<file path="src/hw/rtl/ffp_pkg.sv">
// ----------------------------------------------------------------------------
// ffp_pkg: shared types and constants of the frame fragment packetizer
// Header layout constants, the per-item decision record and the header
// byte lookup used by the output sequencer.
// ----------------------------------------------------------------------------
package ffp_pkg;

  localparam int unsigned BYTE_W   = 8;
  localparam int unsigned FLEN_W   = 24;
  localparam int unsigned PLEN_W   = 16;
  localparam int unsigned HDR_LEN  = 32;
  localparam int unsigned HIDX_W   = $clog2(HDR_LEN);

  localparam logic [PLEN_W-1:0] MAX_PAYLOAD_RST = 16'd1200;

  // Fixed header byte values
  localparam logic [BYTE_W-1:0] DATA_HDR_ID    = 8'h82;
  localparam logic [BYTE_W-1:0] DATA_HDR_FLAGS = 8'h01;
  localparam logic [BYTE_W-1:0] DATA_HDR_PROP  = 8'h7D;
  localparam logic [BYTE_W-1:0] PAY_HDR_ID     = 8'h81;

  // Header byte positions (fields are big-endian)
  localparam logic [HIDX_W-1:0] POS_DATA_ID  = 5'd0;
  localparam logic [HIDX_W-1:0] POS_FLAGS    = 5'd3;
  localparam logic [HIDX_W-1:0] POS_PROP     = 5'd4;
  localparam logic [HIDX_W-1:0] POS_PAY_ID   = 5'd12;
  localparam logic [HIDX_W-1:0] POS_OFF_B2   = 5'd18;
  localparam logic [HIDX_W-1:0] POS_OFF_B1   = 5'd19;
  localparam logic [HIDX_W-1:0] POS_OFF_B0   = 5'd20;
  localparam logic [HIDX_W-1:0] POS_SIZE_B2  = 5'd23;
  localparam logic [HIDX_W-1:0] POS_SIZE_B1  = 5'd24;
  localparam logic [HIDX_W-1:0] POS_SIZE_B0  = 5'd25;
  localparam logic [HIDX_W-1:0] POS_PLEN_B1  = 5'd30;
  localparam logic [HIDX_W-1:0] POS_PLEN_B0  = 5'd31;
  localparam logic [HIDX_W-1:0] POS_LAST     = 5'd31;

  // What the frame tracker decided for the item at the input
  typedef struct packed {
    logic              drop;    // empty frame, item produces nothing
    logic              open;    // item opens a packet, header goes first
    logic [PLEN_W-1:0] plen;    // payload length of the opening packet
    logic [FLEN_W-1:0] offset;  // frame offset of this item
    logic [FLEN_W-1:0] size;    // latched frame size
    logic              pend;    // last byte of its packet
    logic              fend;    // last byte of the frame
  } ffp_dec_t;

  function automatic logic [BYTE_W-1:0] hdr_byte(
    input logic [HIDX_W-1:0] idx,
    input logic [FLEN_W-1:0] off,
    input logic [FLEN_W-1:0] size,
    input logic [PLEN_W-1:0] plen
  );
    logic [BYTE_W-1:0] b;
    case (idx)
      POS_DATA_ID: b = DATA_HDR_ID;
      POS_FLAGS:   b = DATA_HDR_FLAGS;
      POS_PROP:    b = DATA_HDR_PROP;
      POS_PAY_ID:  b = PAY_HDR_ID;
      POS_OFF_B2:  b = off[23:16];
      POS_OFF_B1:  b = off[15:8];
      POS_OFF_B0:  b = off[7:0];
      POS_SIZE_B2: b = size[23:16];
      POS_SIZE_B1: b = size[15:8];
      POS_SIZE_B0: b = size[7:0];
      POS_PLEN_B1: b = plen[15:8];
      POS_PLEN_B0: b = plen[7:0];
      default:     b = '0;
    endcase
    return b;
  endfunction

endpackage

</file>
<file path="src/hw/rtl/ffp_if.sv">
// ----------------------------------------------------------------------------
// ffp_if: stream channels of the frame fragment packetizer
// Valid/ready channels for frame bytes in and packet stream bytes out.
// ----------------------------------------------------------------------------
interface ffp_in_if;
  logic        valid;
  logic        ready;
  logic [7:0]  data_byte;
  logic [23:0] frame_length;

  modport source (output valid, output data_byte, output frame_length, input ready);
  modport sink   (input valid, input data_byte, input frame_length, output ready);
endinterface

interface ffp_out_if;
  logic       valid;
  logic       ready;
  logic [7:0] out_byte;
  logic       packet_end;
  logic       frame_end;

  modport source (output valid, output out_byte, output packet_end, output frame_end,
                  input ready);
  modport sink   (input valid, input out_byte, input packet_end, input frame_end,
                  output ready);
endinterface

</file>
<file path="src/hw/rtl/ffp_frame_tracker.sv">
// ----------------------------------------------------------------------------
// ffp_frame_tracker: frame and packet position bookkeeping
// Holds the frame offset, latched size, packet byte budget and the
// max_payload register; decides per item whether a packet opens.
// ----------------------------------------------------------------------------
module ffp_frame_tracker (
  input  logic                      clk,
  input  logic                      rst_n,
  input  logic                      cfg_we,
  input  logic [15:0]               cfg_wdata,
  input  logic                      accept,
  input  logic [23:0]               frame_length,
  output ffp_pkg::ffp_dec_t         dec
);
  import ffp_pkg::*;

  logic [PLEN_W-1:0] max_payload_r;
  logic [FLEN_W-1:0] offset_r, offset_nxt;
  logic [FLEN_W-1:0] size_r,   size_nxt;
  logic [PLEN_W-1:0] left_r,   left_nxt;
  logic              inside_r, inside_nxt;

  logic [FLEN_W-1:0] off_c, size_c, remain, off_inc;
  logic [PLEN_W-1:0] left_c, limit, plen, left_after;

  always_comb begin
    // A frame's first byte starts from a clean position
    off_c  = inside_r ? offset_r : '0;
    size_c = inside_r ? size_r   : frame_length;
    left_c = inside_r ? left_r   : '0;

    limit  = (max_payload_r == '0) ? PLEN_W'(1) : max_payload_r;
    remain = size_c - off_c;
    plen   = (remain < FLEN_W'(limit)) ? remain[PLEN_W-1:0] : limit;

    left_after = ((left_c == '0) ? plen : left_c) - PLEN_W'(1);
    off_inc    = off_c + FLEN_W'(1);

    dec.drop   = !inside_r && (frame_length == '0);
    dec.open   = (left_c == '0);
    dec.plen   = plen;
    dec.offset = off_c;
    dec.size   = size_c;
    dec.pend   = (left_after == '0);
    dec.fend   = (off_inc >= size_c);

    offset_nxt = offset_r;
    size_nxt   = size_r;
    left_nxt   = left_r;
    inside_nxt = inside_r;
    if (accept && !dec.drop) begin
      offset_nxt = off_inc;
      size_nxt   = size_c;
      left_nxt   = dec.fend ? '0 : left_after;
      inside_nxt = !dec.fend;
    end
  end

  always_ff @(posedge clk) begin
    if (!rst_n) begin
      max_payload_r <= MAX_PAYLOAD_RST;
      offset_r      <= '0;
      size_r        <= '0;
      left_r        <= '0;
      inside_r      <= 1'b0;
    end else begin
      if (cfg_we) max_payload_r <= cfg_wdata;
      offset_r <= offset_nxt;
      size_r   <= size_nxt;
      left_r   <= left_nxt;
      inside_r <= inside_nxt;
    end
  end

endmodule

</file>
<file path="src/hw/rtl/frame_fragment_packetizer.sv">
// ----------------------------------------------------------------------------
// frame_fragment_packetizer: cuts media frames into headed packets
// Byte-serial frame in, byte-serial packet stream out, 32-byte header
// in front of every packet.
// ----------------------------------------------------------------------------
// Output is registered: an accepted item's first output byte appears in the cycle after it is accepted.
// Throughput: payload items pass at 1 item per cycle while the output takes bytes. An item that opens a
//   packet yields 33 output bytes; the header sequencer holds the input off
//   while the header bytes occupy the output register.
// Reset: synchronous active-low rst_n; clears the frame position, output
//   valid and header sequencer, and loads max_payload with 1200.
// ----------------------------------------------------------------------------
module frame_fragment_packetizer (
  input  logic         clk,
  input  logic         rst_n,
  ffp_in_if.sink       in_s,
  ffp_out_if.source    out_m,
  input  logic         cfg_we,
  input  logic [15:0]  cfg_wdata
);
  import ffp_pkg::*;

  ffp_dec_t dec;

  // Output register
  logic              out_valid_r, out_valid_nxt;
  logic [BYTE_W-1:0] out_byte_r,  out_byte_nxt;
  logic              out_pend_r,  out_pend_nxt;
  logic              out_fend_r,  out_fend_nxt;

  // Header sequencer: header fields and the payload byte parked behind them
  logic              hdr_busy_r,  hdr_busy_nxt;
  logic [HIDX_W-1:0] hdr_idx_r,   hdr_idx_nxt;
  logic [FLEN_W-1:0] hdr_off_r,   hdr_off_nxt;
  logic [FLEN_W-1:0] hdr_size_r,  hdr_size_nxt;
  logic [PLEN_W-1:0] hdr_plen_r,  hdr_plen_nxt;
  logic [BYTE_W-1:0] pay_byte_r,  pay_byte_nxt;
  logic              pay_pend_r,  pay_pend_nxt;
  logic              pay_fend_r,  pay_fend_nxt;

  logic slot_free, in_acc;

  // Output slot frees when empty or when its byte is taken this cycle
  assign slot_free  = !out_valid_r || out_m.ready;
  assign in_s.ready = !hdr_busy_r && slot_free;
  assign in_acc     = in_s.valid && in_s.ready;

  ffp_frame_tracker u_tracker (
    .clk          (clk),
    .rst_n        (rst_n),
    .cfg_we       (cfg_we),
    .cfg_wdata    (cfg_wdata),
    .accept       (in_acc),
    .frame_length (in_s.frame_length),
    .dec          (dec)
  );

  always_comb begin
    out_valid_nxt = out_valid_r;
    out_byte_nxt  = out_byte_r;
    out_pend_nxt  = out_pend_r;
    out_fend_nxt  = out_fend_r;
    hdr_busy_nxt  = hdr_busy_r;
    hdr_idx_nxt   = hdr_idx_r;
    hdr_off_nxt   = hdr_off_r;
    hdr_size_nxt  = hdr_size_r;
    hdr_plen_nxt  = hdr_plen_r;
    pay_byte_nxt  = pay_byte_r;
    pay_pend_nxt  = pay_pend_r;
    pay_fend_nxt  = pay_fend_r;

    if (slot_free) begin
      if (hdr_busy_r) begin
        // Step through the header; the parked payload byte follows the last
        if (hdr_idx_r == POS_LAST) begin
          out_byte_nxt = pay_byte_r;
          out_pend_nxt = pay_pend_r;
          out_fend_nxt = pay_fend_r;
          hdr_busy_nxt = 1'b0;
        end else begin
          hdr_idx_nxt  = hdr_idx_r + HIDX_W'(1);
          out_byte_nxt = hdr_byte(hdr_idx_r + HIDX_W'(1), hdr_off_r, hdr_size_r,
                                  hdr_plen_r);
          out_pend_nxt = 1'b0;
          out_fend_nxt = 1'b0;
        end
        out_valid_nxt = 1'b1;
      end else if (in_acc && !dec.drop) begin
        out_valid_nxt = 1'b1;
        if (dec.open) begin
          // Packet opens: first header byte now, payload byte parked
          hdr_busy_nxt = 1'b1;
          hdr_idx_nxt  = POS_DATA_ID;
          hdr_off_nxt  = dec.offset;
          hdr_size_nxt = dec.size;
          hdr_plen_nxt = dec.plen;
          pay_byte_nxt = in_s.data_byte;
          pay_pend_nxt = dec.pend;
          pay_fend_nxt = dec.fend;
          out_byte_nxt = hdr_byte(POS_DATA_ID, dec.offset, dec.size, dec.plen);
          out_pend_nxt = 1'b0;
          out_fend_nxt = 1'b0;
        end else begin
          out_byte_nxt = in_s.data_byte;
          out_pend_nxt = dec.pend;
          out_fend_nxt = dec.fend;
        end
      end else begin
        out_valid_nxt = 1'b0;
      end
    end
  end

  always_ff @(posedge clk) begin
    if (!rst_n) begin
      out_valid_r <= 1'b0;
      hdr_busy_r  <= 1'b0;
      hdr_idx_r   <= '0;
    end else begin
      out_valid_r <= out_valid_nxt;
      hdr_busy_r  <= hdr_busy_nxt;
      hdr_idx_r   <= hdr_idx_nxt;
    end
  end

  // Payload registers, no reset needed
  always_ff @(posedge clk) begin
    out_byte_r <= out_byte_nxt;
    out_pend_r <= out_pend_nxt;
    out_fend_r <= out_fend_nxt;
    hdr_off_r  <= hdr_off_nxt;
    hdr_size_r <= hdr_size_nxt;
    hdr_plen_r <= hdr_plen_nxt;
    pay_byte_r <= pay_byte_nxt;
    pay_pend_r <= pay_pend_nxt;
    pay_fend_r <= pay_fend_nxt;
  end

  assign out_m.valid      = out_valid_r;
  assign out_m.out_byte   = out_byte_r;
  assign out_m.packet_end = out_pend_r;
  assign out_m.frame_end  = out_fend_r;

  // Input is held off while header bytes are being sent
  a_busy_stalls_input: assert property (@(posedge clk) disable iff (!rst_n)
    hdr_busy_r |-> !in_s.ready)
    else $error("input accepted during header");

  // Header bytes never carry end flags
  a_hdr_no_flags: assert property (@(posedge clk) disable iff (!rst_n)
    (out_valid_r && hdr_busy_r) |-> (!out_pend_r && !out_fend_r))
    else $error("end flag on header byte");

  // The frame's last byte also closes its packet
  a_fend_pend: assert property (@(posedge clk) disable iff (!rst_n)
    (out_valid_r && out_fend_r) |-> out_pend_r)
    else $error("frame end without packet end");

  // An opening item starts the header sequence
  a_open_starts_hdr: assert property (@(posedge clk) disable iff (!rst_n)
    (in_acc && !dec.drop && dec.open) |=> (hdr_busy_r && hdr_idx_r == POS_DATA_ID))
    else $error("header sequence not started");

endmodule
</file>
<file path="src/flat_wrapper.sv">
// flat-port wrapper written by rule: the top's interface ports become plain ports
module frame_fragment_packetizer_flat import ffp_pkg::*;
  (clk, rst_n, cfg_we, cfg_wdata, in_s_valid, in_s_data_byte, in_s_frame_length, in_s_ready, out_m_valid, out_m_out_byte, out_m_packet_end, out_m_frame_end, out_m_ready);
  ffp_in_if in_s_i ();
  ffp_out_if out_m_i ();
  input  logic clk;
  input  logic rst_n;
  input  logic cfg_we;
  input  logic [15:0] cfg_wdata;
  input wire logic [$bits(in_s_i.valid)-1:0] in_s_valid;
  input wire logic [$bits(in_s_i.data_byte)-1:0] in_s_data_byte;
  input wire logic [$bits(in_s_i.frame_length)-1:0] in_s_frame_length;
  output wire logic [$bits(in_s_i.ready)-1:0] in_s_ready;
  output wire logic [$bits(out_m_i.valid)-1:0] out_m_valid;
  output wire logic [$bits(out_m_i.out_byte)-1:0] out_m_out_byte;
  output wire logic [$bits(out_m_i.packet_end)-1:0] out_m_packet_end;
  output wire logic [$bits(out_m_i.frame_end)-1:0] out_m_frame_end;
  input wire logic [$bits(out_m_i.ready)-1:0] out_m_ready;
  assign in_s_i.valid = in_s_valid;
  assign in_s_i.data_byte = in_s_data_byte;
  assign in_s_i.frame_length = in_s_frame_length;
  assign in_s_ready = in_s_i.ready;
  assign out_m_valid = out_m_i.valid;
  assign out_m_out_byte = out_m_i.out_byte;
  assign out_m_packet_end = out_m_i.packet_end;
  assign out_m_frame_end = out_m_i.frame_end;
  assign out_m_i.ready = out_m_ready;
  frame_fragment_packetizer u_core (.clk(clk), .rst_n(rst_n), .in_s(in_s_i), .out_m(out_m_i), .cfg_we(cfg_we), .cfg_wdata(cfg_wdata));
endmodule
</file>
<file path="config.mk">
export PLATFORM = sky130hd
export DESIGN_NAME = frame_fragment_packetizer_flat
export DESIGN_NICKNAME = d
export VERILOG_FILES = /design/src/hw/rtl/ffp_pkg.sv /design/src/hw/rtl/ffp_if.sv /design/src/hw/rtl/ffp_frame_tracker.sv /design/src/hw/rtl/frame_fragment_packetizer.sv /design/src/flat_wrapper.sv
export SDC_FILE = /design/constraint.sdc
export NUM_CORES = 1
export LEC_CHECK = 0
export ABC_CLOCK_PERIOD_IN_PS = 12010
export BUFFER_PORTS_ARGS = -buffer_cell sky130_fd_sc_hd__buf_2
export CAP_MARGIN = 10
export CORE_MARGIN = 2
export CORE_UTILIZATION = 49
export DETAILED_ROUTE_END_ITERATION = 8
export PLACE_DENSITY_LB_ADDON = 0.2
export SYNTH_ARGS = -nofsm -noshare
export SYNTH_HDL_FRONTEND = slang
export SYNTH_SLANG_ARGS = --single-unit
</file>
<file path="constraint.sdc">
create_clock -name clk -period 12.01 [get_ports clk]
set_clock_uncertainty 0.15 [all_clocks]
set_input_delay 3.603 -clock clk [delete_from_list [all_inputs] [get_ports clk]]
set_output_delay 3.603 -clock clk [all_outputs]
set_load 0.02 [all_outputs]
</file>
==> metrics <==
outcome=finished, final reports clean; clock slew at reported path FFs=approximately 0.07 ns; critical path launch point type=input port; die width=155 µm; number of synthesized flops with an enable pin=84; number of top-level pins=65; post-synthesis sequential area ratio=38.3%; CP Data Required Time=around 12 ns; final hold viol count=0; ranking of synthesized cells by area=edfxtp_1 23%, dfxtp_1 16%, ha_1 7.8%; Most Frequent Cell on Critical Path=ha_1; Syn Inst Count=1,234; area share of the largest cell type after synthesis=~23%; RSZ-0062 raised after global routing=false; Post-DRT Antenna Nets=0; number of clock sinks=172; Hold Path End=u_core.u_tracker.left_r[10]; critical path class=input port to register; cts repair resizes=0; vias post-DR=9,526; total track usage=27.5%; row cnt=55; largest net degree at the start of global routing=90; maximum fanout along the worst path=11; total design power=1.73 mW; DRT iter0 DRCs=1,264; Tcrit/Tclk final=between 80% and 90%; routability congestion estimate=0.963; number of global-route vias before repair=between 8,000 and 9,000; detailed-route DRC error count=0; antenna diode instance count=0; HP Class=register to register; number of max-cap violations=0; mean post-synth cell area=about 9.1 µm²; H-tree Lvls=4; Register-to-Register Path Depth=28; Peak VDD IR=between 0.00006 and 0.00007 V; Setup TNS Final=0 ns; nets=~1,400; synth warn=0; Max-slew headroom=a little over a fifth; CTS tree=built; HPWL after DPL=25,000 µm; slowest cell delay on critical path=around 0.54 ns; syn nets=1,358; fmax=95.3 MHz; Static Leakage=5.30 nW; async set or reset register ratio after synthesis=0%; clk buf depth=2; Distinct cells, synth=85; Total Wirelength=roughly 33,000 µm; Layout Area Growth over Synthesis=9.46%; drt first pass iters=7; DIE AREA=24,100 µm²; leading area contributor after synthesis=edfxtp_1; Fin Hold WS=0.343 ns; post-cts hold buffer count=0; register-to-register setup slack=3.18 ns; core area=between 20,000 and 25,000 µm²; fin crit period=10.49 ns; Root Driver=clkbuf_16; Main synth FF type=dfxtp_1; Syn Std Cell Area=11,200 µm²; Max stage delay cell, worst path=or4b_1; FF-to-FF End=u_core.out_m.packet_end; PD cells=141 nW/µm²; share of layout cells above drive strength 1=10.8%; number of port buffers=64; Setup Buffers After CTS=0; max-slew violation count=0; Crit Reg-Reg Startpoint=u_core.u_tracker.inside_r; Die Ht=155 µm; CTS Buf Count=17; Avg WL per Cell=21.0 µm; clk_lat worst skew=0.44 ns; Cells on Worst Hold Path=2; actual slew at the worst max-slew pin=1.17 ns; Critical Path End Type=register; grt ovf=0; fill cell count=2,057; flop and latch count out of synthesis=172; initial antenna violation count=1; Initial Utilization=49.8%; global-route wire length before repair=around 50,000 µm; vias per cell=6.10; # setup viols final=0; Hold Crit Start=u_core.u_tracker.left_r[10]; Worst Path Arrival=roughly 11 ns
[sequential cells by signal (all words and copies together), names as in the netlist]
register	flops
u_core.u_tracker.max_payload_r	16
u_core.out_m.valid	1
u_core.pay_pend_r	1
u_core.hdr_off_r	24
u_core.u_tracker.inside_r	1
u_core.hdr_idx_r	5
u_core.pay_byte_r	8
u_core.u_tracker.offset_r	24
u_core.out_m.packet_end	1
u_core.out_m.out_byte	8
u_core.out_m.frame_end	1
u_core.hdr_busy_r	1
u_core.u_tracker.left_r	16
u_core.hdr_size_r	24
u_core.u_tracker.size_r	24
u_core.pay_fend_r	1
u_core.hdr_plen_r	16
[synth_stat cells (12+ instances only)]
master / instances
a21boi_0: 12
a21o_1: 15
a21oi_1: 53
a22oi_1: 12
and3_1: 14
clkbuf_1: 48
dfxtp_1: 88
edfxtp_1: 84
ha_1: 70
inv_1: 83
mux2i_1: 50
nand2_1: 144
nand3_1: 29
nand4_1: 16
nor2_1: 101
nor2b_1: 26
nor3_1: 24
nor3b_1: 22
nor4_1: 14
o211a_1: 26
o21ai_0: 45
xnor2_1: 41
xor2_1: 14
[cells by family after synthesis]
logic type	after synthesis	share of synthesized area, %
AND/OR/NAND/NOR	442	19.6
AO/OA/AOI/OAI	288	19.2
flip-flops	172	38.3
adder cells (fa/ha/maj)	71	8.00
XOR/XNOR	55	4.30
buffers and inverters	146	5.11
multiplexers	60	5.48
[critical path, delay by kind of cell]
family | cells | cell delay (ns)
buffers and inverters | 2 | 0.23
multiplexers | 1 | 0.36
adder cells (fa/ha/maj) | 3 | 0.88
AO/OA/AOI/OAI | 12 | 2.81
XOR/XNOR | 2 | 0.51
AND/OR/NAND/NOR | 8 | 2.13
[layout make-up]
| cell class | instances | area, µm² | share of cell area, % |
|---|---|---|---|
| Timing Repair Buffer | 73 | 388 | 3.17 |
| Clock inverter | 13 | 128 | 1.04 |
| Inverter | 83 | 312 | 2.54 |
| Tap cell | 285 | 357 | 2.91 |
| Multi-Input combinational cell | 916 | 6350 | 51.8 |
| Sequential cell | 172 | 4290 | 35.0 |
| Clock buffer | 19 | 433 | 3.53 |
[per-stage QoR]
| stage | cells | worst slack [ns] | util [%] | cell area [µm²] |
|---|---|---|---|---|
| final | 1561 | 1.52 | 54.5 | 12300 |
| after global routing | 1561 | 0.945 | 54.5 | 12300 |
| after CTS | 1561 | 1.68 | 54.5 | 12300 |
| after detailed placement | 1529 | 1.26 | 52.0 | 11700 |
| after global placement | 1529 | 1.39 | 52.0 | 11700 |
| after floorplan | 1234 | 2.33 | - | 11200 |
[per-layer routing]
metal	up-vias	global-route usage, %	part of all wire, %
met5	-	0	0
met4	0	10.8	3.6
met3	54	5.46	7.7
met2	389	41.1	43
met1	4521	39.1	46
li1	4562	-	-
[worst max-delay path by stage]
| stage | from | end | depth (start not counted) |
|---|---|---|---|
| final | in_s_frame_length[1] | u_core.out_m.packet_end | 28 |
| after CTS | in_s_frame_length[1] | u_core.out_m.packet_end | 28 |
| after global placement | in_s_frame_length[1] | u_core.out_m.packet_end | 28 |
| after global routing | in_s_frame_length[7] | u_core.out_m.packet_end | 28 |
| after detailed placement | in_s_frame_length[7] | u_core.out_m.packet_end | 28 |
| after floorplan | in_s_frame_length[7] | u_core.out_m.packet_end | 28 |
[cells in the final DEF (no fill, tap or decap), types with 6 or more instances in the layout]
cell	instances
a211oi_1	6
a21boi_0	12
a21o_1	15
a21oi_1	53
a221o_1	9
a221oi_1	9
a222oi_1	6
a22o_1	7
a22oi_1	12
a31oi_1	9
and2_1	8
and3_1	14
and4_1	6
buf_2	64
buf_4	9
clkbuf_16	17
dfxtp_1	87
edfxtp_1	84
ha_1	70
inv_1	83
inv_6	6
mux2_2	9
mux2i_1	50
nand2_1	144
nand2b_1	11
nand3_1	29
nand4_1	16
nor2_1	100
nor2b_1	26
nor3_1	23
nor3b_1	22
nor4_1	14
o211a_1	26
o211ai_1	9
o21a_1	10
o21ai_0	45
o31ai_1	7
or3_1	7
xnor2_1	41
xor2_1	14
[power breakdown]
part	internal [mW]	switching (mW)	total, mW
combinational	0.170	0.309	0.479
sequential	0.679	0.0383	0.717
clock	0.274	0.263	0.537
total	1.12	0.610	1.73
Note: power is estimated with default switching activity, not from simulation.
